==> src/sv/binary_morphology_square_window_core_assert.svh <==
// ----------------------------------------------------------------------------
// Binary morphology core - assertion macros
// Short forms for the concurrent checks used inside the core.
// ----------------------------------------------------------------------------
`ifndef BINARY_MORPHOLOGY_SQUARE_WINDOW_CORE_ASSERT_SVH
`define BINARY_MORPHOLOGY_SQUARE_WINDOW_CORE_ASSERT_SVH

// same-cycle implication, skipped while reset is held
`define BMSW_ASSERT_IMPLY(label, clk, rst_n, ante, cons) \
    label: assert property (@(posedge clk) disable iff (!rst_n) (ante) |-> (cons)) \
        else $error("%m: implication check failed");

// next-cycle implication, skipped while reset is held
`define BMSW_ASSERT_NEXT(label, clk, rst_n, ante, cons) \
    label: assert property (@(posedge clk) disable iff (!rst_n) (ante) |=> (cons)) \
        else $error("%m: next-cycle check failed");

`endif

==> src/sv/bmsw_pkg.sv <==
// ----------------------------------------------------------------------------
// Binary morphology package
// Sizes, codes and shared types of the square-window erode/dilate core.
// ----------------------------------------------------------------------------
package bmsw_pkg;

    localparam int MAX_MASK   = 15;
    localparam int MAX_WIDTH  = 1024;
    localparam int MAX_HEIGHT = 1024;

    localparam int COL_W = $clog2(MAX_WIDTH);
    localparam int ROW_W = $clog2(MAX_HEIGHT);
    // line store keeps the marks of the previous rows only
    localparam int LS_W  = MAX_MASK - 1;

    localparam int PIX_W  = 8;
    localparam int MASK_W = 4;
    localparam int DIM_W  = 11;
    localparam int POS_W  = 10;
    localparam int CFG_W  = 11;
    localparam int IDX_W  = 2;

    localparam logic [PIX_W-1:0] FG_LEVEL = PIX_W'(255);
    localparam logic [PIX_W-1:0] BG_LEVEL = '0;

    localparam logic MODE_ERODE  = 1'b0;
    localparam logic MODE_DILATE = 1'b1;

    localparam int OUTQ_DEPTH = 4;
    localparam int OUTQ_AW    = $clog2(OUTQ_DEPTH);
    localparam int OUTQ_CW    = $clog2(OUTQ_DEPTH + 1);

    typedef enum logic [IDX_W-1:0] {
        CFG_MODE,
        CFG_MASK_SIZE,
        CFG_FRAME_WIDTH,
        CFG_FRAME_HEIGHT
    } t_cfg_idx;

    typedef struct packed {
        logic [PIX_W-1:0] value;
        logic [POS_W-1:0] col;
        logic [POS_W-1:0] row;
        logic             done;
    } t_result;

    typedef struct packed {
        logic all_set;
        logic any_set;
    } t_col_flags;

endpackage

==> src/sv/bmsw_outq.sv <==
// ----------------------------------------------------------------------------
// Result queue
// Small register FIFO between the window logic and the result channel.
// ----------------------------------------------------------------------------
module bmsw_outq (
    input  logic                         i_clk,
    input  logic                         i_rst_n,
    input  logic                         i_push,
    input  bmsw_pkg::t_result            i_data,
    input  logic                         i_stall,
    output logic                         o_valid,
    output bmsw_pkg::t_result            o_data,
    output logic [bmsw_pkg::OUTQ_CW-1:0] o_count
);

    bmsw_pkg::t_result            r_mem [bmsw_pkg::OUTQ_DEPTH];
    logic [bmsw_pkg::OUTQ_AW-1:0] r_wr_ptr;
    logic [bmsw_pkg::OUTQ_AW-1:0] r_rd_ptr;
    logic [bmsw_pkg::OUTQ_CW-1:0] r_count;
    logic                         w_pop;

    assign o_valid = (r_count != '0);
    assign w_pop   = o_valid && !i_stall;

    always_ff @(posedge i_clk) begin
        if (i_push) begin
            r_mem[r_wr_ptr] <= i_data;
        end
    end

    always_ff @(posedge i_clk) begin
        if (!i_rst_n) begin
            r_wr_ptr <= '0;
            r_rd_ptr <= '0;
            r_count  <= '0;
        end else begin
            if (i_push) begin
                r_wr_ptr <= (r_wr_ptr == bmsw_pkg::OUTQ_AW'(bmsw_pkg::OUTQ_DEPTH - 1)) ?
                            '0 : r_wr_ptr + 1'b1;
            end
            if (w_pop) begin
                r_rd_ptr <= (r_rd_ptr == bmsw_pkg::OUTQ_AW'(bmsw_pkg::OUTQ_DEPTH - 1)) ?
                            '0 : r_rd_ptr + 1'b1;
            end
            if (i_push && !w_pop) begin
                r_count <= r_count + 1'b1;
            end else if (!i_push && w_pop) begin
                r_count <= r_count - 1'b1;
            end
        end
    end

    assign o_data  = r_mem[r_rd_ptr];
    assign o_count = r_count;

endmodule

==> config.mk <==
export PLATFORM = sky130hd
export DESIGN_NAME = bmsw_outq
export DESIGN_NICKNAME = d
export VERILOG_FILES = /design/src/sv/binary_morphology_square_window_core_assert.svh /design/src/sv/bmsw_pkg.sv /design/src/sv/bmsw_outq.sv
export SDC_FILE = /design/constraint.sdc
export NUM_CORES = 1
export LEC_CHECK = 0
export BUFFER_PORTS_ARGS = -buffer_cell sky130_fd_sc_hd__buf_2
export CAP_MARGIN = 10
export CORE_ASPECT_RATIO = 1.75
export CORE_MARGIN = 4
export CORE_UTILIZATION = 55
export CTS_CLUSTER_SIZE = 14
export DETAILED_ROUTE_END_ITERATION = 10
export HOLD_SLACK_MARGIN = 0.03
export PLACE_DENSITY = 0.77
export SETUP_SLACK_MARGIN = 0.4
export SLEW_MARGIN = 20
export SYNTH_ARGS = -nofsm -noshare
export SYNTH_HDL_FRONTEND = slang
export SYNTH_SLANG_ARGS = --single-unit
==> constraint.sdc <==
create_clock -name i_clk -period 6.5 [get_ports i_clk]
set_input_delay 0.975 -clock i_clk [delete_from_list [all_inputs] [get_ports i_clk]]
set_output_delay 0.975 -clock i_clk [all_outputs]
set_load 0.1 [all_outputs]
## Word-level counts from Yosys, hierarchy flattened

Memories as Yosys holds them, arrays and structs flattened. A register that Yosys moved wholly into a read port is not among the register bits.
Cells that the tools add are included.

- Output and inout port bits: 33
- Register bits after elaboration: 7
- Bits of input ports: 33
- Logic and storage cells: 26
- Memory bits (writable): 116
- Memories kept: 1

Memories:

| name | words | bits a word | read ports | clocked after Yosys merged registers in | wr ports | line | RTL |
|---|---|---|---|---|---|---|---|
| r_mem | 4 | 29 | 1 | 1 | 1 | bmsw_outq.sv:16 | `bmsw_pkg::t_result r_mem [bmsw_pkg::OUTQ_DEPTH];` |

- Equal/unequal tests: 2
- Add/sub/neg operators: 4
- Reductions and logical operators: 8
- Muxes and demuxes: 8

Operators by type and width:

| cell | count |
|---|---|
| 2-to-1 mux 2 bit | 4 |
| 2-to-1 mux 3 bit | 2 |
| adder 2 x 1 -> 2 bit, second input constant | 2 |
| equality test 2 bit, second input constant | 2 |
| adder 3 x 1 -> 3 bit, second input constant | 1 |
| logical AND 1 bit | 3 |
| zero test 1 bit | 3 |
| nonzero test 3 bit | 1 |
| subtractor 3 x 1 -> 3 bit, second input constant | 1 |
| 2-to-1 mux 1 bit | 2 |
| nonzero test 2 bit | 1 |

## Longest topological paths before layout

Gate-level depths: netlist of run 1.

- Depth after elaboration: 5
- Depth in mapped cells: 8
- Depth with buffers taken out: 8

## Least setup slack after synthesis of run 1

Ideal clock, no wire load.

- Path kind: register to output
- Start point: register r_count (netlist bit o_count[1])
- End point: output o_valid
- Cell stages (with the launch flop): 3
- Slack: 3675 ps
- Arrival: 1850 ps
- Data required time: 5525 ps
- Path through: dfxtp_1 nor3_1 inv_1

- Longest elaborated chain between the ends: 1

RTL lines:

| item | line | RTL |
|---|---|---|
| from (decl) | bmsw_outq.sv:19 | `logic [bmsw_pkg::OUTQ_CW-1:0] r_count;` |
| from (signal assigned) | bmsw_outq.sv:46 | `r_count <= r_count + 1'b1;` |
| from (signal assigned) | bmsw_outq.sv:48 | `r_count <= r_count - 1'b1;` |
| nonzero test 3 bit | bmsw_outq.sv:22 | `assign o_valid = (r_count != '0);` |
| to (decl) | bmsw_outq.sv:11 | `output logic o_valid,` |

Every way passes these cells.

==> results of run 1 <==
where the power goes:
group | internal, uW | switching [uW]
logic | 198 | 706
registers | 934 | 64.0
clock network | 710 | 311
cells by family (layout without fill, tap and decap cells):
family                   after synthesis  in the layout  synth area share, %
AO/OA/AOI/OAI                          6              6                0.807
XOR/XNOR                               2              2                0.377
adder cells (fa/ha/maj)                7              7                 2.04
buffers and inverters                 10            102                 1.45
flip-flops                           125            125                 78.8
multiplexers                          32             32                 14.8
AND/OR/NAND/NOR                       15             15                 1.78
cells in the mapped netlist, drive strengths merged:
master	count	area [sq um]
or3	1	6.26
o21ai	3	15.0
ha	6	75.1
and2	5	31.3
xor2	1	8.76
xnor2	1	8.76
fa	1	20.0
buf	5	48.8
nor2	2	7.51
mux4	29	657
or2	1	6.26
nor3	1	5.00
clkbuf	1	3.75
edfxtp	116	3480
inv	4	15.0
mux2i	3	30.0
dfxtp	9	180
o211ai	2	15.0
a21boi	1	7.51
nor2b	3	18.8
nand2	2	7.51
sequential cells by signal, indices dropped and copies added, names as in the netlist, named ones only:
name      cells
r_mem       116
o_count       3
r_rd_ptr      2
r_wr_ptr      2
worst paths after layout:
path	cells past startpoint	end	slack [ns]
setup / recovery	2	o_data[26]	3.44
hold / removal	2	o_count[2]	0.52
setup reg to reg	8	o_count[2]	4.22
hold reg to reg	2	o_count[2]	0.52
routing by layer:
metal  wire, um  part of all wire (%)  global-route usage [%]
met1       2890                    37                    18.5
met2       4530                    57                    30.3
met3        322                   4.1                    5.98
met4        148                   1.9                    8.18
met5          0                     0                       0
per-stage QoR:
| step | setup slack [ns] | hold WS [ns] | power, uW | instance area [sq um] |
|---|---|---|---|---|
| 5_1_grt | 3.32 | 0.583 | 3010 | 5710 |
| 3_3_place_gp | 3.48 | 0.502 | 1920 | 5050 |
| 6_report | 3.44 | 0.522 | 2920 | 5710 |
| 3_5_place_dp | 3.49 | 0.517 | 1920 | 5050 |
| 2_1_floorplan | 3.67 | 0.499 | 1810 | 4650 |
| 4_1_cts | 3.02 | 0.528 | 2950 | 5700 |
worst min-delay path, delay by kind of cell (launching register included):
family         cells  cell delay (ns)
flip-flops         1             0.32
AO/OA/AOI/OAI      2             0.14
final cells by class:
| cell class | instances | area share (%) |
|---|---|---|
| clock buffers | 17 | 7.46 |
| clock inverters | 15 | 3.95 |
| inverters | 4 | 0.263 |
| multi-input cells | 62 | 16.2 |
| flip-flops and latches | 125 | 64.3 |
| well taps | 92 | 2.02 |
| repair buffers | 66 | 5.83 |
==> impl_metrics.csv, run 1 <==
group,metric,value,unit
timing,finalHoldViolCount,0,
timing,min_period,3.06,ns
min_path,hold_start,"o_count[2]",
worst_setup_path,setup.worst_path.end_class,"primary output",
clocking,cts-htree-levels,4,
clocking,cts_hold_buf,0,
final_layout,drive_above_1_share,44.3,%
timing,fin_crit_sh,47.1,%
worst_setup_path,crit_buf_inv,1,
placement,place.gp.congestion,0.652,
final_layout,regArea,3670,sq um
final_layout,fill_cells,530,
power_and_ir_drop,vdd_ir_drop_max,0.373,mV
logic_synthesis,ys_ff_latch,125,
drt,wl,7890,um
worst_setup_path,crit_chain,"mux4_2 > buf_2",
worst_setup_path,cp-start-kind,"flip-flop",
timing,max_freq,0.327,GHz
global_route,antenna_found_initial,0,
timing,rsz0062_at_grt,"no",
global_route,grt_use_total,17.2,%
final_layout,area_growth,22.7,%
timing,slew_violations,0,
timing,setup_viol,0,
floorplan,core-area,8260,sq um
clocking,clock_sinks,125,
clocking,post_cts_buffers,0,
floorplan,die_h,130,um
worst_setup_path,critPathArrivalTime,2.09,ns
min_path,min_path_type,"flip-flop to flip-flop",
logic_synthesis,syn-cell-area,4650,sq um
clocking,cts_tree,"done",
worst_setup_path,worst-path-max-fanout,29,
power_and_ir_drop,power_density,512,nW/um^2
clocking,cts_root_buf,"clkbuf_16",
global_route,grt_first_pass_wirelength,12300,um
global_route,grt_pass1_vias,2336,
clocking,cts_made_buffers,17,
logic_synthesis,synth_area_per_cell,23.6,sq um
drt,remaining_drc_errors,0,
drt,dr.pass1.iters,5,
floorplan,die_w,77.5,um
worst_setup_path,r2r_start,"o_count[0]",
timing,timing.setup.tns,0,ns
logic_synthesis,yosysSeqAreaShare,78.8,%
timing,max_slew_margin,45.5,%
drt,viasPerCell,5.70,
floorplan,start_util,56.3,%
final_layout,fin_nets,316,
placement,place_inst,349,
floorplan,die_area,10000,sq um
logic_synthesis,ys_types,25,
clocking,clk_latency,0.40,ns
drt,wire_per_inst,20.7,um
timing,clock_skew,0.00803,ns
power_and_ir_drop,p_leak,0.00201,uW
global_route,grt_max_degree,30,
timing,worstMarginPinSlew,0.817,ns
clocking,path_clk_slew,0.05,ns
logic_synthesis,synth_nets,237,
floorplan,rows,44,
final_layout,most-common-layout-cells,"edfxtp_1 (116), buf_2 (65), mux4_2 (28), clkbuf_16 (17), dfxtp_1 (8)",
global_route,grt.overflow.total,0,
final_layout,final_util,69.1,%
worst_setup_path,required,5.52,ns
logic_synthesis,synth_cells,197,
logic_synthesis,ys_warn_count,0,
drt,drtIter0Drc,126,
worst_setup_path,cpPeakStageDelay,0.74,ns
drt,ant_nets,0,
worst_setup_path,crit_path_top_delay_cell,"dfxtp_4",
final_layout,final_common_cell,"edfxtp_1",
status,outcome,"completed",
final_layout,diodes,0,
placement,port_buffers,65,
worst_setup_path,path_class,"flip-flop to primary output",
placement,dp_hpwl,4490,um
clocking,ctsResizeCount,0,
floorplan,io_pins,66,
drt,vias,2173,
flow_run,cap_viol_max_count,0,
final_layout,multi_input_area,925,sq um
clocking,clock_path_buffers,2,
final_layout,instances_no_fill,381,
worst_setup_path,cp_top_family,"flip-flops",
No activity file was read; power rests on OpenSTA's default activity.
==> inputs of run 2 (changes only) <==
==> constraint.sdc (replaced) <==
create_clock -name i_clk -period 3.15 [get_ports i_clk]
set_input_delay 0.4725 -clock i_clk [delete_from_list [all_inputs] [get_ports i_clk]]
set_output_delay 0.4725 -clock i_clk [all_outputs]
set_load 0.1 [all_outputs]
==> run 2 against run 1 <==
Against the previous run:
- register-to-register slack got worse by 3.3 ns
- critical path depth increased by 1
- non-clock buffer count increased by 1
- global-route usage increased by 0.17 points
- sequential share of layout area is essentially flat
- clock power rose by 100%
==> impl_metrics.csv, run 2 (synthesis gave the netlist of run 1 again) <==
group,metric,value,unit
placement,port_buffers,65,
drt,wire_per_inst,20.8,um
worst_setup_path,setup.worst_path.end_class,"primary output",
power_and_ir_drop,p_total,5990,uW
worst_setup_path,path_class,"flip-flop to primary output",
worst_setup_path,critPathArrivalTime,2.01,ns
floorplan,start_util,56.3,%
timing,timing.setup.tns,0,ns
worst_setup_path,required,2.68,ns
timing,whs,0.282,ns
final_layout,largest_register,"r_mem",
final_layout,multi_input_area,925,sq um
placement,place.gp.congestion,0.741,
drt,ant_nets,0,
final_layout,drive_above_1_share,44.5,%
drt,wl,7930,um
floorplan,rows,44,
final_layout,stdcell_area,5700,sq um
final_layout,regArea,3670,sq um
power_and_ir_drop,switching_share,37.5,%
final_layout,final_common_cell,"edfxtp_1",
global_route,grtUsageMet1,18.8,%
min_path,min_path_type,"input port to flip-flop",
power_and_ir_drop,p_leak,0.00200,uW
drt,remaining_drc_errors,0,
power_and_ir_drop,clock_power_share,34.0,%
power_and_ir_drop,p_switching,2240,uW
drt,drtIter0Drc,129,
drt,dr.pass1.iters,4,
timing,slew_violations,0,
clocking,ctsResizeCount,0,
power_and_ir_drop,p_comb_share,32.5,%
global_route,grt.overflow.total,0,
clocking,cts_made_buffers,17,
power_and_ir_drop,vdd_ir_drop_max,0.913,mV
status,outcome,"completed",
floorplan,die_h,130,um
global_route,use_met2,30.1,%
final_layout,diodes,0,
flow_run,cap_viol_max_count,0,
power_and_ir_drop,p_int,3750,uW
global_route,grt_pass1_vias,2294,
floorplan,io_pins,66,
clocking,post_cts_buffers,0,
power_and_ir_drop,seq_power_share,33.5,%
final_layout,fin_nets,317,
timing,finalHoldViolCount,0,
floorplan,core-area,8260,sq um
clocking,clock_path_buffers,2,
worst_setup_path,cp-start-kind,"flip-flop",
timing,max_slew_margin,46.7,%
global_route,use_met3,5.42,%
clocking,cts_hold_buf,0,
final_layout,final_util,69.1,%
clocking,clock_sinks,125,
drt,vias,2170,
final_layout,largest_reg_flops,116,
final_layout,fill_cells,513,
placement,place_area,5070,sq um
final_layout,most-common-layout-cells,"edfxtp_1 (116), buf_2 (65), mux4_2 (28), clkbuf_16 (17), dfxtp_1 (8)",
timing,min_period,2.49,ns
global_route,antenna_found_initial,0,
global_route,busiest_layer,"met2",
worst_setup_path,worst-path-max-fanout,19,
clocking,cts-htree-levels,4,
timing,rsz0062_at_grt,"no",
clocking,clk_latency,0.40,ns
timing,fin_crit_sh,78.9,%
timing,worstMarginPinSlew,0.800,ns
placement,dp_hpwl,4760,um
timing,setup_viol,0,
global_route,grt_use_total,17.4,%
drt,viasPerCell,5.68,
timing,clock_skew,0.00845,ns
clocking,cts_tree,"done",
timing,max_freq,0.402,GHz
final_layout,area_growth,22.6,%
global_route,grt_first_pass_wirelength,12300,um
global_route,grt_max_degree,30,
floorplan,die_area,10000,sq um
clocking,cts_root_buf,"clkbuf_16",
floorplan,die_w,77.5,um
clocking,path_clk_slew,0.06,ns
power_and_ir_drop,power_density,1050,nW/um^2
==> run 2: cell count changes in the layout (fill, tap and decap cells not counted) <==
| cell | delta |
|---|---|
| buf_12 | +1 |
| bufinv_16 | -1 |
| clkinv_1 | -1 |
| clkinvlp_4 | +1 |
| clkbuf_1 | +1 |
==> run 2: stage by stage <==
stage | cells | setup WS (ns)
floorplan | 197 | 0.605
global placement | 350 | 0.936
detailed placement | 350 | 0.892
CTS | 382 | 0.479
global route | 382 | 0.564
finish | 382 | 0.665
==> run 2: area by class of cell <==
| type | instances | share of cell area, % |
|---|---|---|
| multi-input cells | 62 | 16.2 |
| well taps | 92 | 2.02 |
| inverters | 4 | 0.263 |
| clock buffers | 18 | 7.53 |
| flip-flops and latches | 125 | 64.3 |
| repair buffers | 67 | 6.19 |
| clock inverters | 14 | 3.49 |
==> run 2: power groups by stage <==
stage | sequential [uW] | combinational [uW] | clock [uW]
after floorplan | 2100 | 1630 | 0
after global placement | 2030 | 1950 | 0
after detailed placement | 2040 | 1970 | 0
after CTS | 2010 | 1970 | 2060
after global routing | 2020 | 2010 | 2140
final | 2010 | 1950 | 2040
==> run 2: path summary, 6_finish.rpt <==
kind | slack (ns) | startpoint | endpoint | depth (start not counted)
worst max register to register | 0.91 | o_count[0] | o_count[2] | 8
worst max-delay path | 0.66 | flip-flop | o_data[25] | 3
worst min-delay path | 0.28 | i_data[10] | r_mem[3][10] | 1
worst min register to register | 0.52 | o_count[2] | o_count[2] | 2
==> run 2: layer usage <==
metal / part of all wire [%] / up-vias
met5: 0 / -
met4: 1.9 / 0
met3: 4.1 / 12
met2: 55 / 61
met1: 39 / 1111
li1: - / 986
==> run 2: worst max-delay path, cell delays in order (launching register included) <==
cell     delay (ns)
dfxtp_4        0.49
buf_12         0.24
mux4_1         0.56
buf_2          0.30
