**src/sv/binary_morphology_square_window_core_assert.svh**
```systemverilog
// ----------------------------------------------------------------------------
// Binary morphology core - assertion macros
// Short forms for the concurrent checks used inside the core.
// ----------------------------------------------------------------------------
`ifndef BINARY_MORPHOLOGY_SQUARE_WINDOW_CORE_ASSERT_SVH
`define BINARY_MORPHOLOGY_SQUARE_WINDOW_CORE_ASSERT_SVH

// same-cycle implication, skipped while reset is held
`define BMSW_ASSERT_IMPLY(label, clk, rst_n, ante, cons) \
    label: assert property (@(posedge clk) disable iff (!rst_n) (ante) |-> (cons)) \
        else $error("%m: implication check failed");

// next-cycle implication, skipped while reset is held
`define BMSW_ASSERT_NEXT(label, clk, rst_n, ante, cons) \
    label: assert property (@(posedge clk) disable iff (!rst_n) (ante) |=> (cons)) \
        else $error("%m: next-cycle check failed");

`endif

```
**src/sv/bmsw_ram.sv**
```systemverilog
// ----------------------------------------------------------------------------
// Generic RAM
// One write port, one read port, registered read data (old data on collision).
// ----------------------------------------------------------------------------
module bmsw_ram #(
    parameter int WIDTH = 8,
    parameter int DEPTH = 16
) (
    input  logic                     i_clk,
    input  logic                     i_we,
    input  logic [$clog2(DEPTH)-1:0] i_waddr,
    input  logic [WIDTH-1:0]         i_wdata,
    input  logic                     i_re,
    input  logic [$clog2(DEPTH)-1:0] i_raddr,
    output logic [WIDTH-1:0]         o_rdata
);

    logic [WIDTH-1:0] r_mem [DEPTH];
    logic [WIDTH-1:0] r_rdata;

    always_ff @(posedge i_clk) begin
        if (i_we) begin
            r_mem[i_waddr] <= i_wdata;
        end
        if (i_re) begin
            r_rdata <= r_mem[i_raddr];
        end
    end

    assign o_rdata = r_rdata;

endmodule

```
**config.mk**
```make
export PLATFORM = sky130hd
export DESIGN_NAME = bmsw_ram
export DESIGN_NICKNAME = d
export VERILOG_FILES = /design/src/sv/binary_morphology_square_window_core_assert.svh /design/src/sv/bmsw_ram.sv
export SDC_FILE = /design/constraint.sdc
export NUM_CORES = 1
export LEC_CHECK = 0
export ABC_AREA = 1
export BUFFER_PORTS_ARGS = -buffer_cell sky130_fd_sc_hd__buf_4
export CORE_MARGIN = 5
export CORE_UTILIZATION = 50
export CTS_CLUSTER_DIAMETER = 40
export CTS_CLUSTER_SIZE = 8
export DETAILED_ROUTE_END_ITERATION = 10
export MAX_ROUTING_LAYER = met4
export PLACE_DENSITY = 0.68
export SLEW_MARGIN = 20
export SYNTH_ARGS = -nofsm -noshare
export SYNTH_HDL_FRONTEND = slang
export SYNTH_SLANG_ARGS = --single-unit
```
**constraint.sdc**
```tcl
create_clock -name i_clk -period 1.15 [get_ports i_clk]
set_input_delay 0.23 -clock i_clk [delete_from_list [all_inputs] [get_ports i_clk]]
set_output_delay 0.23 -clock i_clk [all_outputs]
set_load 0.05 [all_outputs]
```
-- After elaboration in Yosys (flattened, before gate mapping)
Memories as Yosys holds them, arrays and structs flattened. A register that Yosys moved wholly into a read port is not among the register bits.
Cells that the tools add are included.
- bits in registers: 0
- bits in writable memories: 128
- output and inout bits: 8
- word-level logic and storage cells: 3
- memories: 1
- multiplexer cells: 2
- memories (memory ; words ; bits a word ; rd ports ; clocked after memory_dff ; wr ports ; RTL line ; source):
    r_mem ; 16 ; 8 ; 1 ; 1 ; 1 ; bmsw_ram.sv:18 ; logic [WIDTH-1:0] r_mem [DEPTH];
- operators with widths (kind ; count):
    two-way mux 1 bit ; 2

-- Longest topological paths before layout
Gate-level depths: netlist of run 1.
- depth in word-level cells: 2
- depth in mapped cells: 8
- gate-level depth less buffers: 7

-- Worst setup path after synthesis of run 1
No wires, ideal clock.
- path kind: input to register
- start: input i_waddr[3]
- end: memory r_mem[4][0], enable pin
- setup time: 0.370 ns
- data arrival time: 0.811 ns
- required time: 0.780 ns
- path slack: -0.031 ns
- cell stages on the path: 2
- path buffers: 0
- cells stage by stage: nand3b_1 nor2_1
- RTL lines (what ; RTL line ; source):
    start, declared ; bmsw_ram.sv:11 ; input logic [$clog2(DEPTH)-1:0] i_waddr,
    end, declared ; bmsw_ram.sv:18 ;
No word-level cell before the write port.

-- Worst setup path in the final report of run 1
- start: register r_rdata[1], in the netlist o_rdata[1] (read register of r_mem)
- end: output o_rdata[1]
- RTL lines (what ; RTL line ; source):
    start, declared ; bmsw_ram.sv:19 ; logic [WIDTH-1:0] r_rdata;
    end, declared ; bmsw_ram.sv:15 ; output logic [WIDTH-1:0] o_rdata
No word-level cell between the ends.

==> run metrics, run 1 <==
Core ar. around 11000 sq um; CTS Sinks 136; HP Class in -> reg; Synth top cells by count nand2_1, edfxtp_1, inv_1; Peak VDD IR 950 uV; # fillers 914; final slew viol count 0; Ports 27; count leader, synth nand2_1; Hold Path Depth 1; GRT met1 Usage 0.273; number of global-route vias before repair around 3800; Worst-Skew Late Latency 0.41 ns; Setup Buffers After CTS 0; # diodes 0; Synth top area share 0.698; PD cells 1720 nW/um^2; Rel. slew slack 0.752; DR WL/cell around 17 microns; top post-synthesis cells by area edfxtp_1, nand2_1, nand3_1; Buf/Inv on CP 1; multi-input logic area 1300 sq um; Port-buffer cells 26; Post-Layout Inst Area 7130 sq um; worst-path cell chain buf_6; Final nets 624; worst-path fanout max 1; sequential cell area 4080 sq um; # setup viols final 8; cts bufs inserted 17; Worst Tran Pin Value 0.372 ns; initial drt markers 344; post-synthesis cell area slightly below 6000 sq um; GR Overflow Total 0; post-layout util 0.625; FP Rows 39; initial antenna violation count 0; crit path kind reg -> out; total number of vias slightly below 4000; TritonCTS clock tree yes; initial core utilization 0.512; clk slew on worst S/H paths 0.06 ns; GR Layer Usage met2 0.305; largest net degree at the start of global routing 29; Yosys warnings 0; min Tclk post-route between 1 and 1.5 ns; Hold Buf Count CTS 0; share of cells above drive strength 1 0.173; Critical Path AT 1.03 ns; GPL Wtd Cong 0.927; count of cell types in the netlist 11; syn avg cell area 10.6 sq um; CP Capture Type output pin; global route hottest layer met2; flops & latches, synth ~140; Reg2Reg Depth 6; WL final 13200 microns; GRT Util Overall 0.203; startpoint type of the worst setup path flop; sequential share of the synthesized area 0.698; outcome finished, violations left; synthesis-to-finish area growth 22.0%; die area 14000 sq um; Pleak 3.09 nW; Slowest-stage cell, CP edfxtp_1; vias per cell 5.17; async set-or-reset flop fraction in the synthesized netlist 0; fmax 0.793 GHz; slowest stage delay, CP 0.44 ns; Final Cycle Share 1.10; CTS Buffer Depth 2; MaxCap Viol Count 0; Root Buffer clkbuf_16; detailed placer's ending HPWL 8370 microns; DIE HEIGHT 118 microns; DRC violations left 0; Critical Path RT between 0.9 and 1 ns; Fin. Hold Viols 0; family with the most delay on the worst path flip-flops; Post-synth EDFFs 136; Yosys top cell by area edfxtp_1; first-pass GRT wire length just over 20000 microns; H-tree level count 4; met3 Use GR 0.0458; PnR worst setup slack -0.111 ns; Crit path depth 1; Worst Skew 0.00738 ns; die width 118 microns; RSZ-0062 raised after global routing true; placed cell areas 6380 sq um; Cells after Synth between 500 and 600; drt first pass iters 5; final antenna-violating net count 0; Post-synth top flop edfxtp_1; post-synth net total 570; violated checks negative setup slack
## path summary, 6_finish.rpt
check	from	endpoint	slack (ns)
setup reg to reg	r_mem[6][5]	o_rdata[5]	0.02
hold / removal	i_re	o_rdata[7]	0.12
hold reg to reg	r_mem[10][7]	o_rdata[7]	0.75
setup / recovery	o_rdata[1]	o_rdata[1]	-0.11
## routing by layer
metal | wire length, microns | share of wire
met1 | 5910 | 0.45
met2 | 6280 | 0.48
met3 | 771 | 0.059
met4 | 213 | 0.016
met5 | 0 | 0
## flip-flops by register name, summed over array words and instances (netlist names)
name	flops
o_rdata	8
r_mem	128
## cell usage in the layout (no fill, tap or decap), types with 2 or more instances in the layout
| cell | Yosys | layout |
|---|---|---|
| nand3_1 | 97 | 81 |
| clkinv_2 | 0 | 2 |
| nor2_1 | 17 | 17 |
| buf_6 | 6 | 8 |
| clkbuf_16 | 0 | 17 |
| clkbuf_1 | 0 | 2 |
| nand3_2 | 0 | 15 |
| inv_1 | 100 | 100 |
| clkinvlp_4 | 0 | 4 |
| nand2_1 | 173 | 172 |
| nand3b_1 | 2 | 2 |
| edfxtp_1 | 136 | 136 |
| bufinv_16 | 0 | 5 |
| buf_12 | 0 | 6 |
| inv_2 | 2 | 2 |
| buf_4 | 4 | 45 |
## through the flow
| stage | setup TNS (ns) | hold WS (ns) | power (mW) | instances | setup WS, ns |
|---|---|---|---|---|---|
| floorplan | -1.97 | 0.329 | 6.19 | 551 | -0.0308 |
| global placement | -5.95 | 0.532 | 6.54 | 729 | -0.264 |
| detailed placement | -7.46 | 0.539 | 6.56 | 729 | -0.275 |
| CTS | -0.624 | 0.112 | 12.3 | 761 | -0.124 |
| global route | -0.823 | 0.110 | 12.7 | 761 | -0.136 |
| finish | -0.507 | 0.125 | 12.3 | 761 | -0.111 |
## kinds of logic after synthesis
logic type,count (synthesis),share of synthesized area
flip-flops,136,0.698
AND/OR/NAND/NOR,289,0.208
buffers and inverters,126,0.0939
## what timing repair did
action	CTS	global route
gates resized for setup	11	15
gates cloned	0	0
endpoints found under the hold margin	0	0
setup endpoints to repair	9	14
pin swaps	0	4
## power by group
part,leakage (nW),switching (mW),total (mW),internal [mW]
clock network,0.297,1.96,5.79,3.83
registers,1.24,0.0390,5.63,5.59
logic,1.56,0.583,0.885,0.302
## final cells by class
| type | count | share of cell area |
|---|---|---|
| multi-input combinational | 289 | 0.183 |
| clock inverter | 13 | 0.0284 |
| sequential | 136 | 0.573 |
| inverter | 102 | 0.0537 |
| tap | 143 | 0.0251 |
| timing repair buffer | 59 | 0.0768 |
| clock buffer | 19 | 0.0607 |
Power figures use the tool's default switching activity.
==> inputs of run 2 (changes only) <==
Settings changed: PLACE_DENSITY 0.68 to 0.65.
Clock period 1.15 ns to 1.5 ns, I/O delays scaled along.
==> run 2 against run 1 <==
Compared with the run above:
- register-to-register slack improved by 0.33 ns
- sequential share of layout area increased by 2.1 points
- cell count down 1.2%
- global-route usage decreased by 0.42 points
- flip-flop and latch count unchanged
- routed wire length is 2.0% lower
- the run now ends clean
- largest power group is now sequential cells
- combinational power decreased by 31%
- highest routed layer unchanged
- largest cell class unchanged
- worst setup slack gained 0.28 ns
- via count fell by 2.9%
==> run metrics, run 2 (synthesized netlist as in run 1, its figures left out) <==
crit path kind reg -> out; Worst Skew 0.00471 ns; initial drt markers 394; min Tclk post-route 1.33 ns; worst-path fanout max 1; Ports 27; DIE HEIGHT 118 microns; Worst Tran Pin Value around 0.59 ns; H-tree level count 4; share of cells above drive strength 1 0.135; largest net degree at the start of global routing 34; Root Buffer clkbuf_16; Critical Path AT 1.03 ns; DR WL/cell 17.2 microns; Fin. Hold Viols 0; Worst-Skew Late Latency 0.41 ns; cts bufs inserted 17; Core ar. 11400 sq um; die area 14000 sq um; placed cell areas 6270 sq um; Resize count post-CTS 0; final antenna-violating net count 0; PD cells 1330 nW/um^2; most frequent cells in the layout nand2_1, edfxtp_1, inv_1, nand3_1, buf_4; Final nets 615; final hold slack around 0.19 ns; initial core utilization 0.512; TritonCTS clock tree yes; initial antenna violation count 0; GR Overflow Total 0; fmax ~0.75 GHz; CTS Sinks 136; Slowest-stage cell, CP edfxtp_1; WL final between 10000 and 15000 microns; Buf/Inv on CP 1; detailed placer's ending HPWL 8110 microns; GRT Util Overall 0.199; first-pass GRT wire length ~21000 microns; total number of vias between 3000 and 4000; Port-buffer cells 26; slowest stage delay, CP 0.41 ns; Critical Path RT 1.20 ns; number of global-route vias before repair about 3800; clk slew on worst S/H paths 0.06 ns; Final Cycle Share 0.889; startpoint type of the worst setup path flop; DRC violations left 0; Rel. slew slack 0.605; synthesis-to-finish area growth 17.7%; max FFs per register 128; family with the most delay on the worst path flip-flops; Pleak 2.98 nW; worst-path cell chain buf_4; die width ~120 microns; vias per cell 5.08; overall power 9.17 mW; Top reg by flops r_mem; Setup Buffers After CTS 0; MaxCap Viol Count 0; final slew viol count 0; # setup viols final 0; drt first pass iters 5; # diodes 0; FP Rows 39; CP Capture Type output pin; outcome finished clean; Peak VDD IR 693 uV; fin cells roughly 750; GPL Wtd Cong about 0.82; Hold Buf Count CTS 0; commonest non-fill, non-tap cell in the layout nand2_1; CTS Buffer Depth 2; RSZ-0062 raised after global routing false; placed cell count 720; Post-Layout Inst Area 6880 sq um; HP Class in -> reg
## run 2: final timing paths
check / startpoint / end / cells past startpoint / slack (ns)
setup / recovery: o_rdata[5] / o_rdata[5] / 1 / 0.17
hold / removal: i_re / o_rdata[0] / 1 / 0.19
setup reg to reg: r_mem[15][6] / o_rdata[6] / 6 / 0.35
hold reg to reg: r_mem[2][1] / o_rdata[1] / 6 / 0.76
## run 2: report_power, final
group          total (mW)  internal, mW  switching, mW
registers            4.31          4.28         0.0244
clock network        4.26          2.75           1.51
logic               0.610         0.185          0.424
total                9.17          7.22           1.96
## run 2: layout make-up
cell class	count	area, sq um
Clock buffer	17	425
Sequential cell	136	4080
Inverter	102	383
Multi-Input combinational cell	289	1210
Timing Repair Buffer	50	413
Fill cell	953	4540
Tap cell	143	179
Clock inverter	15	184
## run 2: routing by layer
layer / wire length (microns) / track usage / part of all wire / vias to the layer above
li1: - / - / - / 1872
met1: 6040 / 0.283 / 0.47 / 1770
met2: 5620 / 0.277 / 0.44 / 151
met3: 904 / 0.0415 / 0.070 / 29
met4: 348 / 0.0860 / 0.027 / 0
met5: 0 / - / 0 / -
## run 2: through the flow
step	TNS, ns	setup WS (ns)	util
floorplan	0	0.249	-
global placement	-0.0293	-0.0293	0.549
detailed placement	-0.0636	-0.0343	0.549
CTS	0	0.158	0.603
global route	0	0.146	0.603
finish	0	0.166	0.603
==> inputs of run 3 (changes only) <==
Settings changed: ABC_AREA 1 to unset, ABC_CLOCK_PERIOD_IN_PS set to 1500.
==> run 3 against run 2 <==
Compared with the run above:
- global-route usage fell by 2.1 points
- first-iteration DRC count fell by 48%
- die area fell by 9.7%
- clock power barely moved
- fmax fell by 8.0%
- routed wire length fell by 23%
- clock skew rose by 0.011 ns
- critical path type unchanged
- critical endpoint is now o_rdata[4]
- largest cell class unchanged
==> run metrics, run 3 <==
H-tree level count 4; outcome finished clean; FP Rows 37; Yosys top cell by area edfxtp_1; post-synthesis cell area 5230 sq um; HP Class in -> reg; PD cells roughly 1400 nW/um^2; PnR worst setup slack 0.0500 ns; initial antenna violation count 0; Cells after Synth 229; count leader, synth edfxtp_1; CP Capture Type output pin; DRC violations left 0; Pleak 2.13 nW; GPL Wtd Cong 0.759; Yosys warnings 0; slowest stage delay, CP 0.41 ns; CTS Buffer Depth 2; startpoint type of the worst setup path flop; Critical Path RT around 1.2 ns; Synth top area share 0.781; vias per cell around 5.7; Worst Tran Pin Value 0.846 ns; post-synth net total 248; largest net degree at the start of global routing 22; DR WL/cell 22.5 microns; GRT Util Overall 0.178; Worst setup endpoint o_rdata[4]; synthesis-to-finish area growth 21.4%; WL final ~10000 microns; Slowest-stage cell, CP edfxtp_1; setup_tns 0 ns; Core ar. 10300 sq um; max FFs per register 128; Critical Path AT 1.15 ns; DIE HEIGHT 112 microns; Worst-Skew Late Latency 0.52 ns; Post-synth EDFFs 136; Fin. Hold Viols 0; flops & latches, synth 136; top post-synthesis cells by area edfxtp_1, mux4_2, mux4_1; CP Launch Point o_rdata[4]; Buf/Inv on CP 1; share of cells above drive strength 1 0.392; Rel. slew slack 0.434; die area 12600 sq um; family with the most delay on the worst path flip-flops; Final nets 312; detailed placer's ending HPWL 6200 microns; worst slack, placed -0.364 ns; initial drt markers 205; FF-to-FF Start r_mem[0][5]; Crit path depth 1; Hold Buf Count CTS 0; Ports 27; # fillers 727; RSZ-0062 raised after global routing false; drt first pass iters 5; sequential share of the synthesized area 0.781; Final Cycle Share 0.967; Reg2Reg Depth 3; worst-path fanout max 1; syn avg cell area 22.8 sq um; most frequent cells in the layout edfxtp_1, buf_4, mux4_2, clkbuf_16, a22oi_1; Synth top cells by count edfxtp_1, mux4_2, a22oi_1; initial core utilization 0.509; TritonCTS clock tree yes; count of cell types in the netlist 18; worst-path cell chain buf_4; Top reg by flops r_mem; commonest non-fill, non-tap cell in the layout edfxtp_1; total number of vias 2508; fmax 0.690 GHz; number of global-route vias before repair 2586; CTS Sinks 136; die width approximately 110 microns; # setup viols final 0; async set-or-reset flop fraction in the synthesized netlist 0; Port-buffer cells 26; # diodes 0; final antenna-violating net count 0; setup slack, reg-to-reg around 0.060 ns; min Tclk post-route 1.45 ns; Post-synth top flop edfxtp_1; GR Overflow Total 0; final slew viol count 0; Worst Skew roughly 0.015 ns; cts bufs inserted 17; clk slew on worst S/H paths 0.06 ns; first-pass GRT wire length between 15000 and 20000 microns; Peak VDD IR 821 uV; MaxCap Viol Count 0; Root Buffer clkbuf_8; crit path kind reg -> out; worst reg2reg endpoint o_rdata[5]
## run 3: power breakdown
part | leakage, nW | total, mW | internal [mW] | switching [mW]
Combinational | 0.609 | 0.503 | 0.212 | 0.291
Sequential | 1.24 | 4.30 | 4.28 | 0.0228
Clock | 0.290 | 4.29 | 2.72 | 1.56
## run 3: cell families (layout without fill, tap and decap cells)
kind of cell / count (synthesis) / in the layout / synth area share
muxes: 32 / 32 / 0.148
AOI/OAI and AO/OA: 16 / 16 / 0.0230
and+or+nand+nor: 35 / 35 / 0.0314
DFF: 136 / 136 / 0.781
buffers and inverters: 10 / 87 / 0.0165
## run 3: repair_timing
item,in CTS,in global routing
gates resized for setup,1,1
pin swaps,0,1
setup buffers,0,0
endpoints found under the setup margin,1,2
## run 3: worst min-delay path by stage
| stage | startpoint | end | slack [ns] | depth (start not counted) |
|---|---|---|---|---|
| 2_1_floorplan | i_wdata[0] | r_mem[0][0] | 0.40 | 0 |
| 3_3_place_gp | i_wdata[6] | r_mem[7][6] | 0.60 | 1 |
| 3_5_place_dp | i_wdata[5] | r_mem[5][5] | 0.61 | 1 |
| 4_1_cts | i_wdata[5] | r_mem[6][5] | 0.06 | 1 |
| 5_1_grt | i_wdata[6] | r_mem[4][6] | 0.07 | 1 |
| 6_report | i_wdata[7] | r_mem[9][7] | 0.09 | 1 |
## run 3: area by class of cell
cell class | instances | area (sq um) | share of cell area
clock buffer | 19 | 422 | 0.0665
clock inverter | 13 | 195 | 0.0308
multi-input combinational | 83 | 1020 | 0.161
sequential | 136 | 4080 | 0.644
tap | 136 | 170 | 0.0268
timing repair buffer | 55 | 450 | 0.0710
## run 3: per-layer routing
layer	vias to the layer above	part of all wire	GRT usage
li1	1098	-	-
met1	1302	0.43	0.239
met2	104	0.50	0.262
met3	4	0.070	0.0550
met4	0	0.0063	0.0601
met5	-	0	-
## run 3: through the flow
stage	total power [mW]	cell area [sq um]	cells	utilization	hold WS [ns]
after detailed placement	4.89	5720	410	0.556	0.613
after CTS	9.17	6340	442	0.617	0.0646
final	9.09	6340	442	0.617	0.0884
after global placement	4.88	5720	410	0.556	0.604
after floorplan	4.68	5220	229	-	0.399
after global routing	9.41	6340	442	0.617	0.0708
