## src/sv/binary_morphology_square_window_core_assert.svh

```systemverilog
// ----------------------------------------------------------------------------
// Binary morphology core - assertion macros
// Short forms for the concurrent checks used inside the core.
// ----------------------------------------------------------------------------
`ifndef BINARY_MORPHOLOGY_SQUARE_WINDOW_CORE_ASSERT_SVH
`define BINARY_MORPHOLOGY_SQUARE_WINDOW_CORE_ASSERT_SVH

// same-cycle implication, skipped while reset is held
`define BMSW_ASSERT_IMPLY(label, clk, rst_n, ante, cons) \
    label: assert property (@(posedge clk) disable iff (!rst_n) (ante) |-> (cons)) \
        else $error("%m: implication check failed");

// next-cycle implication, skipped while reset is held
`define BMSW_ASSERT_NEXT(label, clk, rst_n, ante, cons) \
    label: assert property (@(posedge clk) disable iff (!rst_n) (ante) |=> (cons)) \
        else $error("%m: next-cycle check failed");

`endif

```

## src/sv/bmsw_pkg.sv

```systemverilog
// ----------------------------------------------------------------------------
// Binary morphology package
// Sizes, codes and shared types of the square-window erode/dilate core.
// ----------------------------------------------------------------------------
package bmsw_pkg;

    localparam int MAX_MASK   = 15;
    localparam int MAX_WIDTH  = 1024;
    localparam int MAX_HEIGHT = 1024;

    localparam int COL_W = $clog2(MAX_WIDTH);
    localparam int ROW_W = $clog2(MAX_HEIGHT);
    // line store keeps the marks of the previous rows only
    localparam int LS_W  = MAX_MASK - 1;

    localparam int PIX_W  = 8;
    localparam int MASK_W = 4;
    localparam int DIM_W  = 11;
    localparam int POS_W  = 10;
    localparam int CFG_W  = 11;
    localparam int IDX_W  = 2;

    localparam logic [PIX_W-1:0] FG_LEVEL = PIX_W'(255);
    localparam logic [PIX_W-1:0] BG_LEVEL = '0;

    localparam logic MODE_ERODE  = 1'b0;
    localparam logic MODE_DILATE = 1'b1;

    localparam int OUTQ_DEPTH = 4;
    localparam int OUTQ_AW    = $clog2(OUTQ_DEPTH);
    localparam int OUTQ_CW    = $clog2(OUTQ_DEPTH + 1);

    typedef enum logic [IDX_W-1:0] {
        CFG_MODE,
        CFG_MASK_SIZE,
        CFG_FRAME_WIDTH,
        CFG_FRAME_HEIGHT
    } t_cfg_idx;

    typedef struct packed {
        logic [PIX_W-1:0] value;
        logic [POS_W-1:0] col;
        logic [POS_W-1:0] row;
        logic             done;
    } t_result;

    typedef struct packed {
        logic all_set;
        logic any_set;
    } t_col_flags;

endpackage

```

## src/sv/bmsw_cell.sv

```systemverilog
// ----------------------------------------------------------------------------
// Window column cell
// Holds one column of foreground marks, hands it on to the next cell on each
// shift and reports whether its enabled rows are all set / any set.
// ----------------------------------------------------------------------------
module bmsw_cell (
    input  logic                          i_clk,
    input  logic                          i_rst_n,
    input  logic                          i_shift,
    input  logic [bmsw_pkg::MAX_MASK-1:0] i_col,
    input  logic [bmsw_pkg::MAX_MASK-1:0] i_row_en,
    output logic [bmsw_pkg::MAX_MASK-1:0] o_col,
    output bmsw_pkg::t_col_flags          o_flags
);

    logic [bmsw_pkg::MAX_MASK-1:0] r_col;

    always_ff @(posedge i_clk) begin
        if (!i_rst_n) begin
            r_col <= '0;
        end else if (i_shift) begin
            r_col <= i_col;
        end
    end

    assign o_col           = r_col;
    assign o_flags.all_set = &(r_col | ~i_row_en);
    assign o_flags.any_set = |(r_col & i_row_en);

endmodule

```

## config.mk

```make
export PLATFORM = sky130hd
export DESIGN_NAME = bmsw_cell
export DESIGN_NICKNAME = d
export VERILOG_FILES = /design/src/sv/binary_morphology_square_window_core_assert.svh /design/src/sv/bmsw_pkg.sv /design/src/sv/bmsw_cell.sv
export SDC_FILE = /design/constraint.sdc
export NUM_CORES = 1
export LEC_CHECK = 0
export BUFFER_PORTS_ARGS = -buffer_cell sky130_fd_sc_hd__buf_2
export CORE_MARGIN = 1.5
export CORE_UTILIZATION = 40
export DETAILED_ROUTE_END_ITERATION = 10
export GPL_TIMING_DRIVEN = 0
export PLACE_DENSITY = 0.77
export REMOVE_ABC_BUFFERS = 1
export SYNTH_ARGS = -nofsm -noshare
export SYNTH_HDL_FRONTEND = slang
export SYNTH_SLANG_ARGS = --single-unit
```

## constraint.sdc

```tcl
create_clock -name i_clk -period 1.49 [get_ports i_clk]
set_input_delay 0 -clock i_clk [delete_from_list [all_inputs] [get_ports i_clk]]
set_output_delay 0 -clock i_clk [all_outputs]
set_load 0.01 [all_outputs]
```

# Word-level counts from Yosys, hierarchy flattened
# Cells that the tools add are included.
# Widths: inputs -> output; s select.
# word_totals
inputBits,33
out_inout_bits,17
reg_bits,15
# classes
reduce_logical,2
bitwise_logic,3
# op_table
cell,n
$and 15x15->15,1
$not 15->15,1
$or 15x15->15,1
$reduce_and 15->1,1
$reduce_or 15->1,1

# Logic depth before layout (Yosys ltp)
# Gate-level depths: netlist of the first run.
# logic_depth
word_depth,3
mapped_depth,4
depth_no_buf,4

# Worst setup path after synthesis of the first run
# Ideal clock, no wire load.
# synth_timing
path_type,register -> output
startpoint,"reg r_col, in the netlist o_col[8]"
endpoint,out o_flags[1] (netlist bit)
required_ps,1490
path_slack_ps,100
t_arrival_ps,1390
path_buffers,0
stages_incl_launch_ff,4
cell_sequence,dfxtp_1 > o22ai_1 > or4_4 > nor4_2
# synth_lines
item,line_no,source
start: declaration,bmsw_cell.sv:16,logic [bmsw_pkg::MAX_MASK-1:0] r_col;
start signal: assignment,bmsw_cell.sv:22,r_col <= i_col;
end: declaration,bmsw_cell.sv:13,output bmsw_pkg::t_col_flags o_flags

==> metrics.md, run 1 <==
| Metric | Value |
|---|---|
| Status | `complete, but fails checks` |
| Violated checks | `hold timing, setup timing` |
| Crit-path slowest cell | `or4_4` |
| Starting density of the core | `0.434` |
| Synth Area in Adders | `0` |
| Fin nets | `between 150 and 200` |
| Main combinational cell family by area after synthesis | `multiplexers` |
| Post-Syn Area | `757 sq um` |
| Die Span Y | `46.5 microns` |
| Cells after DPL | `152` |
| CTS Root Cell | `clkbuf_4` |
| Endpoints failing setup | `2` |
| DR WL/cell | `roughly 12 microns` |
| Post-Synth Simple-Gate Area | `0.180` |
| Vias in the first global route | `between 700 and 800` |
| Proportion of synthesized area in mux cells | `0.198` |
| Worst min-delay path class | `in -> reg` |
| Fillcell total | `140` |
| Xor and xnor fraction of the mapped netlist area | `0` |
| Worst slew pin tran | `0.431 ns` |
| Reg2Reg Depth | `4` |
| Post-route setup slack | `-0.0662 ns` |
| CP Class | `reg -> out` |
| Antenna Cells | `0` |
| Post-route ant nets | `0` |
| Number of antenna violations at the first check in global routing | `0` |
| Clock Pin Slew Worst Setup and Hold Paths | `0.09 ns` |
| I/O Buffers | `49` |
| Most common cell after layout, fill and taps aside | `buf_2` |
| CP Data Required Time | `approximately 1.5 ns` |
| DPL Wire Length | `1410 microns` |
| Hold slack | `-0.0115 ns` |
| # H-tree levels | `1` |
| Die area | `2160 sq um` |
| VDD IR max | `0.000574 V` |
| Routability-driven placement congestion ratio | `0.713` |
| Setup tns final | `-0.128 ns` |
| R2r startpoint | `o_col[3]` |
| Met3 WL | `126 microns` |
| Max transition margin | `0.713` |
| Crit path cell chain | `o22ai_2, or4_4, nor4_2, buf_2` |
| Sink Count | `15` |
| Via count | `roughly 830` |
| Largest register FFs | `15` |
| Worst reg2reg setup slack | `0.64 ns` |
| DR top layer | `met4` |
| Commonest cells after routing, fill and taps aside | `49 x buf_2, 15 x mux2i_1, 15 x nor2b_1, 14 x inv_1, 12 x dlygate4sd3_1` |
| Max-cap violations | `0` |
| Die Width | `between 40 and 50 microns` |
| Final Hold Vio Count | `1` |
| First-pass GRT wire length | `3210 microns` |
| Syn Inst Count | `81` |
| M1 WL | `870 microns` |
| Crit end category | `output pin` |
| Max Root-Sink Buffers | `2` |
| Fmax | `643 MHz` |
| DR WL met2 | `1030 microns` |
| Worst stage delay on the critical path | `0.51 ns` |
| Setup crit start kind | `flip-flop` |
| Yosys cell types | `17` |
| Yosys warns | `0` |
| Leakage | `0.000667 uW` |
| DR pass1 iterations | `4` |
| RSZ-0062 raised after global routing | `true` |
| Reg2reg end | `o_col[3]` |
| Avg Inst Size Synth | `~9.3 sq um` |
| Post-synthesis sequential area ratio | `0.397` |
| GRT Resource Usage Total | `0.215` |
| Rows | `15` |
| CP arrival | `1.56 ns` |
| Flop and latch count out of synthesis | `15` |
| Layout cells sized above 1 | `0.473` |
| Via density per instance | `4.75` |
| Fin crit share | `1.04` |
| Minimum clock period | `1.56 ns` |
| Core area | `about 1700 sq um` |
| Clock Latency Late Sink | `0.28 ns` |
| Synth-to-layout area growth | `64.5%` |
| Pin count of the biggest net entering global routing | `16` |
| Worst Setup SP | `o_col[3]` |
| DRC viols | `0` |
| CTS tree | `yes` |
| Fin cells | `between 150 and 200` |
| Grt ovf | `0` |
| Max Slew Vio Count | `0` |
| Synth Area in Compound Gates | `0.137` |
| Clk_skew | `0 ns` |
| Total routed wirelength | `2060 microns` |
| CTS buffer count | `3` |
| CP max FO | `2` |
| Pwr/cell area | `742 nW/um^2` |
| I/O pin count | `50` |
| Iter 0 DRT Violations | `11` |
| Critical Path Sink | `o_flags[1]` |
-- cell usage after synthesis (all sizes together) --
cell	n	share of area
nand4	1	0.0083
buf	2	0.013
nor2b	15	0.12
o221ai	1	0.012
a222oi	1	0.013
nor4	1	0.017
nand2b	1	0.0083
dfxtp	15	0.40
a221oi	1	0.012
and3	1	0.0083
inv	14	0.069
a22oi	4	0.040
a22o	1	0.012
o22ai	6	0.050
mux2i	15	0.20
or4	1	0.015
clkbuf	1	0.0050
-- layer usage --
layer,vias up,global-route usage
li1,421,-
met1,373,0.253
met2,34,0.367
met3,4,0.0314
met4,0,0.120
met5,-,0
-- worst min-delay path by stage --
stage | startpoint | to | slack, ns | depth (start not counted)
after floorplan | i_rst_n | o_col[0] | 0.13 | 1
after global placement | i_col[4] | o_col[4] | 0.25 | 3
after detailed placement | i_col[6] | o_col[6] | 0.27 | 3
after CTS | i_col[4] | o_col[4] | 0.0003 | 3
after global routing | i_col[4] | o_col[4] | 0.02 | 3
final | i_col[2] | o_col[2] | -0.01 | 3
-- repair_timing --
item | CTS | global route
hold buffers | 12 | 0
pin swaps | 5 | 2
gates resized for setup | 10 | 1
buffers inserted | 6 | 1
hold endpoints to repair | 12 | 0
setup endpoints to repair | 1 | 2
-- worst max-delay path, delay by kind of cell (launching register included) --
family | cells | cell delay, ns
simple gates | 2 | 0.66
flops | 1 | 0.36
buf+inv | 1 | 0.17
compound gates | 1 | 0.08
-- final cells by class --
| class | instances | area, sq um | share of cell area |
|---|---|---|---|
| multi-input combinational | 49 | 403 | 0.324 |
| inverter | 14 | 52.6 | 0.0422 |
| tap | 25 | 31.3 | 0.0251 |
| timing repair buffer | 68 | 422 | 0.339 |
| sequential | 15 | 310 | 0.249 |
| clock buffer | 4 | 26.3 | 0.0211 |
-- report_power, final --
group	switching [uW]	total, uW	internal [uW]
logic	98.6	235	136
clock network	135	240	104
registers	21.1	449	428
total	255	923	668
-- stage by stage --
stage / hold WS, ns / power (uW) / cell area [sq um] / util / setup WS [ns]
after detailed placement: 0.265 / 644 / 1020 / 0.584 / 0.0409
final: -0.0115 / 923 / 1240 / 0.713 / -0.0662
after floorplan: 0.128 / 544 / 743 / - / 0.100
after global placement: 0.254 / 638 / 1020 / 0.584 / 0.0538
after CTS: 0.000264 / 919 / 1230 / 0.707 / -0.0706
after global routing: 0.0235 / 967 / 1240 / 0.713 / -0.146
-- cells by family after synthesis --
| group | after synthesis |
|---|---|
| flops | 15 |
| simple gates | 20 |
| buf+inv | 17 |
| mux | 15 |
| compound gates | 14 |
Power figures use the tool's default switching activity.
==> run 2: changes to the inputs <==
Settings changed: CELL_PAD_IN_SITES_DETAIL_PLACEMENT from default to 0, CELL_PAD_IN_SITES_GLOBAL_PLACEMENT from default to 1, CORE_UTILIZATION 40 to 28, PLACE_DENSITY 0.77 to default, PLACE_DENSITY_LB_ADDON from default to 0.1, SETUP_SLACK_MARGIN from default to 0.1.
==> run 2 against run 1 <==
The run ends with setup timing left. Die area grew 40%. Hold slack better by 0.090 ns. Sequential power hardly changed. Flip-flop and latch count is the same. Clock power decreased by 5%. Register-to-register slack is essentially flat. Clock-buffer cell count did not move. Non-clock buffer count increased by 3.
==> metrics.md, run 2 (same netlist as run 1, synthesis figures left out) <==
| Metric | Value |
|---|---|
| Status | `complete, but fails checks` |
| Violated checks | `setup timing` |
| R2r startpoint | `o_col[3]` |
| Worst Path Buf+Inv | `1 (unchanged)` |
| CP Class | `reg -> out` |
| Fin crit share | `1.04 (-0.00138)` |
| Fillcell total | `266 (+90%)` |
| Final instance area | `1270 sq um (+2.4%)` |
| Minimum clock period | `1.55 ns (-0.00205 ns)` |
| Most common cell after layout, fill and taps aside | `buf_2` |
| DR WL/cell | `11.3 microns (-4.0%)` |
| DRC viols | `0 (unchanged)` |
| Hold Crit Depth | `2 (-1)` |
| Comb pwr share | `0.260 (+0.005)` |
| Crit path cell chain | `o22ai_1, or4_4, nor4_2, buf_2` |
| Pwr/cell area | `717 nW/um^2 (-3.3%)` |
| Leakage | `0.000676 uW (+1.3%)` |
| Die Span Y | `55.0 microns (+18%)` |
| Via count | `821 (-1.3%)` |
| Worst min-delay path class | `in -> reg` |
| Setup crit start kind | `flip-flop` |
| Stages on worst setup path | `4 (unchanged)` |
| Crit end category | `output pin` |
| Post-DP Area | `1030 sq um (+0.61%)` |
| Clk_skew | `0 ns (unchanged)` |
| Max transition margin | `0.698 (-0.0144)` |
| Max Slew Vio Count | `0 (unchanged)` |
| Iter 0 DRT Violations | `23 (+12)` |
| First-pass GRT wire length | `2970 microns (-7.3%)` |
| Total routed wirelength | `2070 microns (+0.34%)` |
| CP arrival | `1.55 ns (about the same)` |
| Worst Hold End | `o_col[8]` |
| Pin count of the biggest net entering global routing | `16 (unchanged)` |
| Sink Count | `15 (unchanged)` |
| Reg2Reg Depth | `4 (unchanged)` |
| Max-cap violations | `0 (unchanged)` |
| Endpoints failing setup | `2 (unchanged)` |
| Antenna Cells | `0 (unchanged)` |
| Clock Latency Late Sink | `0.28 ns (about the same)` |
| # H-tree levels | `1 (unchanged)` |
| Synth-to-layout area growth | `68.4%` |
| Largest register FFs | `15 (unchanged)` |
| Grt ovf | `0 (unchanged)` |
| Starting density of the core | `0.300 (-0.134)` |
| Die Width | `55.0 microns (+18%)` |
| Routability-driven placement congestion ratio | `0.684 (-4.0%)` |
| HP Start | `i_rst_n` |
| DPL Wire Length | `1480 microns (+5.3%)` |
| Clk network pwr share | `0.250 (-0.009)` |
| Via density per instance | `4.49 (-5.6%)` |
| Fin nets | `187 (+1.6%)` |
| Worst slew pin tran | `0.453 ns (+0.0217 ns)` |
| Seq pwr share | `0.490 (+0.004)` |
| Net Switching | `243 uW (-4.8%)` |
| VDD IR max | `0.000458 V (-20%)` |
| Clock Pin Slew Worst Setup and Hold Paths | `0.09 ns (about the same)` |
| CP max FO | `2 (unchanged)` |
| Switching share of power | `0.266 (-0.0107)` |
| Setup tns final | `-0.0930 ns (+0.0353 ns)` |
| Post-route ant nets | `0 (unchanged)` |
| CP Data Required Time | `1.49 ns (about the same)` |
| I/O pin count | `50 (unchanged)` |
| Max Root-Sink Buffers | `2 (unchanged)` |
| Cells after DPL | `157 (+3.3%)` |
| Rows | `18 (+3)` |
| Cell Int Power | `672 uW (+0.54%)` |
| RSZ-0062 raised after global routing | `true` |
| Die area | `3020 sq um (+40%)` |
| Vias in the first global route | `703 (-12%)` |
| Core area | `2520 sq um (+45%)` |
| Layout cells sized above 1 | `0.458 (-0.0158)` |
| CTS buffer count | `3 (unchanged)` |
| Worst reg2reg setup slack | `0.65 ns (about the same)` |
| DR pass1 iterations | `5 (+1)` |
| Fmax | `643 MHz (+0.13%)` |
| Final Util | `0.505 (-0.208)` |
| Worst stage delay on the critical path | `0.52 ns (about the same)` |
| Crit-path slowest cell | `or4_4` |
| CTS Root Cell | `clkbuf_4` |
| Reg2reg end | `o_col[3]` |
| Fin cells | `183 (+4.6%)` |
| Worst path top cell family by delay | `simple AND/OR/NAND/NOR gates` |
| CTS tree | `yes` |
| Commonest cells after routing, fill and taps aside | `49 x buf_2, 15 x mux2i_1, 15 x nor2b_1, 15 x dlygate4sd3_1, 14 x inv_1` |
| GRT Resource Usage Total | `0.142 (-0.0729)` |
| Post-route setup slack | `-0.0642 ns (+0.00205 ns)` |
| Number of antenna violations at the first check in global routing | `0 (unchanged)` |
| Final Hold Vio Count | `0 (-1)` |
| I/O Buffers | `49 (unchanged)` |
| Total power | `915 uW (-0.93%)` |
==> run 2: changes by cell type in the layout (fill, tap and decap cells not counted), sizes merged <==
cell / previous run / this run
dlygate4sd3: 12 / 15
==> run 2: worst max-delay path by stage <==
| stage | start | to | slack [ns] |
|---|---|---|---|
| after floorplan | o_col[8] | o_flags[1] | 0.10 |
| after global placement | o_col[12] | o_flags[1] | 0.04 |
| after detailed placement | o_col[8] | o_flags[1] | 0.05 |
| after CTS | o_col[0] | o_flags[1] | -0.07 |
| after global routing | o_col[0] | o_flags[1] | -0.11 |
| final | o_col[3] | o_flags[1] | -0.06 |
==> run 2: metrics by stage <==
| stage | hold WS (ns) | setup WS [ns] |
|---|---|---|
| after floorplan | 0.128 | 0.100 |
| after global placement | 0.252 | 0.0368 |
| after detailed placement | 0.268 | 0.0452 |
| after CTS | 0.0724 | -0.0707 |
| after global routing | 0.0720 | -0.111 |
| final | 0.0783 | -0.0642 |
==> run 2: power by group through the flow <==
stage               sequential, uW  clock, uW  combinational [uW]
finish                         448        229                 238
global route                   451        268                 262
CTS                            447        248                 236
detailed placement             458          0                 188
global placement               457          0                 185
floorplan                      465          0                78.5
==> run 2: metal layers <==
layer  routed length, microns  track usage
met1                      966        0.173
met2                      923        0.232
met3                      168       0.0323
met4                       10       0.0732
met5                        0            0
==> run 2: layout make-up <==
| cell class | instances | area (sq um) | area share |
|---|---|---|---|
| inverter | 14 | 52.6 | 0.0412 |
| multi-input combinational | 49 | 397 | 0.311 |
| tap | 30 | 37.5 | 0.0294 |
| clock buffer | 4 | 26.3 | 0.0206 |
| sequential | 15 | 310 | 0.243 |
| timing repair buffer | 71 | 452 | 0.354 |
==> run 2: repair_timing <==
action	in CTS	in global routing
setup buffers	6	1
resized for setup	8	2
hold buffers	15	0
endpoints found under the hold margin	15	0
pin swaps	3	2
endpoints found under the setup margin	2	2
==> run 3: changes to the inputs <==
Settings changed: CELL_PAD_IN_SITES_DETAIL_PLACEMENT 0 to default, CELL_PAD_IN_SITES_GLOBAL_PLACEMENT 1 to default, CORE_UTILIZATION 28 to 39, PLACE_DENSITY from default to 0.75, PLACE_DENSITY_LB_ADDON 0.1 to default.
==> run 3 against run 2 <==
Global-route usage grew 6.0 points. Sequential power is essentially flat. Combinational power shrank 2%. The flow still finishes with violations (setup timing). Worst setup slack gained 0.012 ns. Clock-buffer cell count is the same. Non-clock buffer count shrank 3.
==> metrics.md, run 3 (same netlist as run 1, synthesis figures left out) <==
| Metric | Value |
|---|---|
| Cell Int Power | `666 uW (-0.87%)` |
| Setup crit start kind | `flip-flop` |
| First-pass GRT wire length | `3150 microns (+6.1%)` |
| Rows | `15 (-3)` |
| Synth-to-layout area growth | `63.6%` |
| Crit end category | `output pin` |
| M1 WL | `942 microns (-2.5%)` |
| Layout cells sized above 1 | `0.433 (-0.0242)` |
| GRT Resource Usage Total | `0.202 (+0.0599)` |
| Worst slew pin tran | `0.448 ns (-0.00430 ns)` |
| Most common cell after layout, fill and taps aside | `buf_2` |
| Commonest cells after routing, fill and taps aside | `49 x buf_2, 15 x mux2i_1, 15 x nor2b_1, 14 x inv_1, 14 x dlygate4sd3_1` |
| Max-cap violations | `0 (unchanged)` |
| Die Span Y | `47.1 microns (-14%)` |
| Crit path cell chain | `o22ai_1, or4_4, nor4_2, buf_2` |
| CP max FO | `2 (unchanged)` |
| VDD IR max | `0.000525 V (+15%)` |
| Total routed wirelength | `2160 microns (+4.4%)` |
| Clk network pwr share | `0.254 (+0.004)` |
| Largest register FFs | `15 (unchanged)` |
| Worst Setup SP | `o_col[3]` |
| Iter 0 DRT Violations | `25 (+8.7%)` |
| Starting density of the core | `0.425 (+0.124)` |
| Worst min-delay path class | `in -> reg` |
| Leakage | `0.000657 uW (-2.7%)` |
| Met3 WL | `125 microns (-26%)` |
| Routability-driven placement congestion ratio | `0.716 (+4.7%)` |
| Pin count of the biggest net entering global routing | `16 (unchanged)` |
| Clock Latency Late Sink | `0.27 ns (about the same)` |
| Die area | `2210 sq um (-27%)` |
| RSZ-0062 raised after global routing | `true` |
| Endpoints failing setup | `2 (unchanged)` |
| DR WL/cell | `12.3 microns (+9.2%)` |
| Max Slew Vio Count | `0 (unchanged)` |
| CP arrival | `1.54 ns (about the same)` |
| CTS tree | `yes` |
| Comb pwr share | `0.257 (-0.003)` |
| Fillcell total | `145 (-45%)` |
| Seq pwr share | `0.490 (about the same)` |
| Violated checks | `setup timing` |
| HP Start | `i_col[11]` |
| CTS buffer count | `3 (unchanged)` |
| I/O pin count | `50 (unchanged)` |
| Reg2Reg Depth | `3 (-1)` |
| Number of antenna violations at the first check in global routing | `0 (unchanged)` |
| # H-tree levels | `1 (unchanged)` |
| Clk_skew | `0 ns (unchanged)` |
| Via density per instance | `4.64 (+3.4%)` |
| Post-DP Area | `1020 sq um (-0.61%)` |
| CTS Root Cell | `clkbuf_4` |
| I/O Buffers | `49 (unchanged)` |
| Die Width | `47.1 microns (-14%)` |
| Net Switching | `248 uW (+1.9%)` |
| DR pass1 iterations | `5 (unchanged)` |
| Via count | `812 (-1.1%)` |
| Final Hold Vio Count | `0 (unchanged)` |
| Total power | `913 uW (-0.15%)` |
| Hold Crit Depth | `3 (+1)` |
| Fmax | `648 MHz (+0.78%)` |
| Place WS | `0.0589 ns (+0.0138 ns)` |
| R2r startpoint | `o_col[14]` |
| Vias in the first global route | `763 (+8.5%)` |
| Status | `complete, but fails checks` |
| Grt ovf | `0 (unchanged)` |
| Fin crit share | `1.03 (-0.00807)` |
| Worst stage delay on the critical path | `0.51 ns (about the same)` |
| Switching share of power | `0.271 (+0.00534)` |
| Max transition margin | `0.701 (+0.00287)` |
| Post-route ant nets | `0 (unchanged)` |
| Max Root-Sink Buffers | `2 (unchanged)` |
| Pwr/cell area | `737 nW/um^2 (+2.8%)` |
| DPL Wire Length | `1480 microns (about the same)` |
| Fin nets | `184 (-1.6%)` |
| Post-route setup slack | `-0.0521 ns (+0.0120 ns)` |
| Hold slack | `0.0372 ns (-0.0411 ns)` |
| Core area | `1780 sq um (-29%)` |
| Crit-path slowest cell | `or4_4` |
| DR top layer | `met4` |
| Minimum clock period | `1.54 ns (-0.0120 ns)` |
| CP Data Required Time | `1.49 ns (about the same)` |
| DR WL met2 | `1080 microns (+17%)` |
| DRC viols | `0 (unchanged)` |
| Sink Count | `15 (unchanged)` |
| Final instance area | `1240 sq um (-2.8%)` |
| Antenna Cells | `0 (unchanged)` |
| CP Class | `reg -> out` |
| Clock Pin Slew Worst Setup and Hold Paths | `0.09 ns (about the same)` |
## run 3: routing by layer
metal | vias to the layer above | track usage
met5 | - | 0
met4 | 0 | 0.0500
met3 | 2 | 0.0423
met2 | 36 | 0.373
met1 | 353 | 0.235
li1 | 421 | -
## run 3: through the flow
stage	cells	util	TNS [ns]
floorplan	78	-	0
CTS	175	0.691	-0.0979
finish	175	0.695	-0.0827
global route	175	0.695	-0.239
detailed placement	152	0.572	0
global placement	152	0.572	0
## run 3: timing repair
action	4_1_cts	5_1_grt
buffers inserted	5	0
gates resized for setup	6	2
setup endpoints to repair	2	2
endpoints found under the hold margin	14	0
pin swaps	3	0
hold buffers	14	0
## run 3: layout make-up
type / count / area [sq um] / share of cell area
Inverter: 14 / 52.6 / 0.0424
Multi-Input combinational cell: 49 / 390 / 0.315
Sequential cell: 15 / 308 / 0.248
Timing Repair Buffer: 68 / 430 / 0.347
Clock buffer: 4 / 26.3 / 0.0212
Tap cell: 25 / 31.3 / 0.0253
## run 3: power by group through the flow
| stage | Sequential, uW | Clock (uW) | Combinational [uW] |
|---|---|---|---|
| 2_1_floorplan | 465 | 0 | 78.5 |
| 3_3_place_gp | 456 | 0 | 182 |
| 3_5_place_dp | 457 | 0 | 187 |
| 4_1_cts | 446 | 238 | 232 |
| 5_1_grt | 452 | 255 | 259 |
| 6_report | 447 | 232 | 234 |
## run 3: final timing paths
| kind | end | slack, ns |
|---|---|---|
| worst max-delay path | o_flags[1] | -0.05 |
| worst min-delay path | o_col[11] | 0.04 |
| worst max register to register | o_col[14] | 0.74 |
| worst min register to register | o_col[6] | 0.54 |
## run 3: worst max-delay path: cells and delay by family (launching register included)
family / cells / cell delay (ns)
compound gates: 1 / 0.09
buf+inv: 1 / 0.17
flops: 1 / 0.35
simple gates: 2 / 0.64
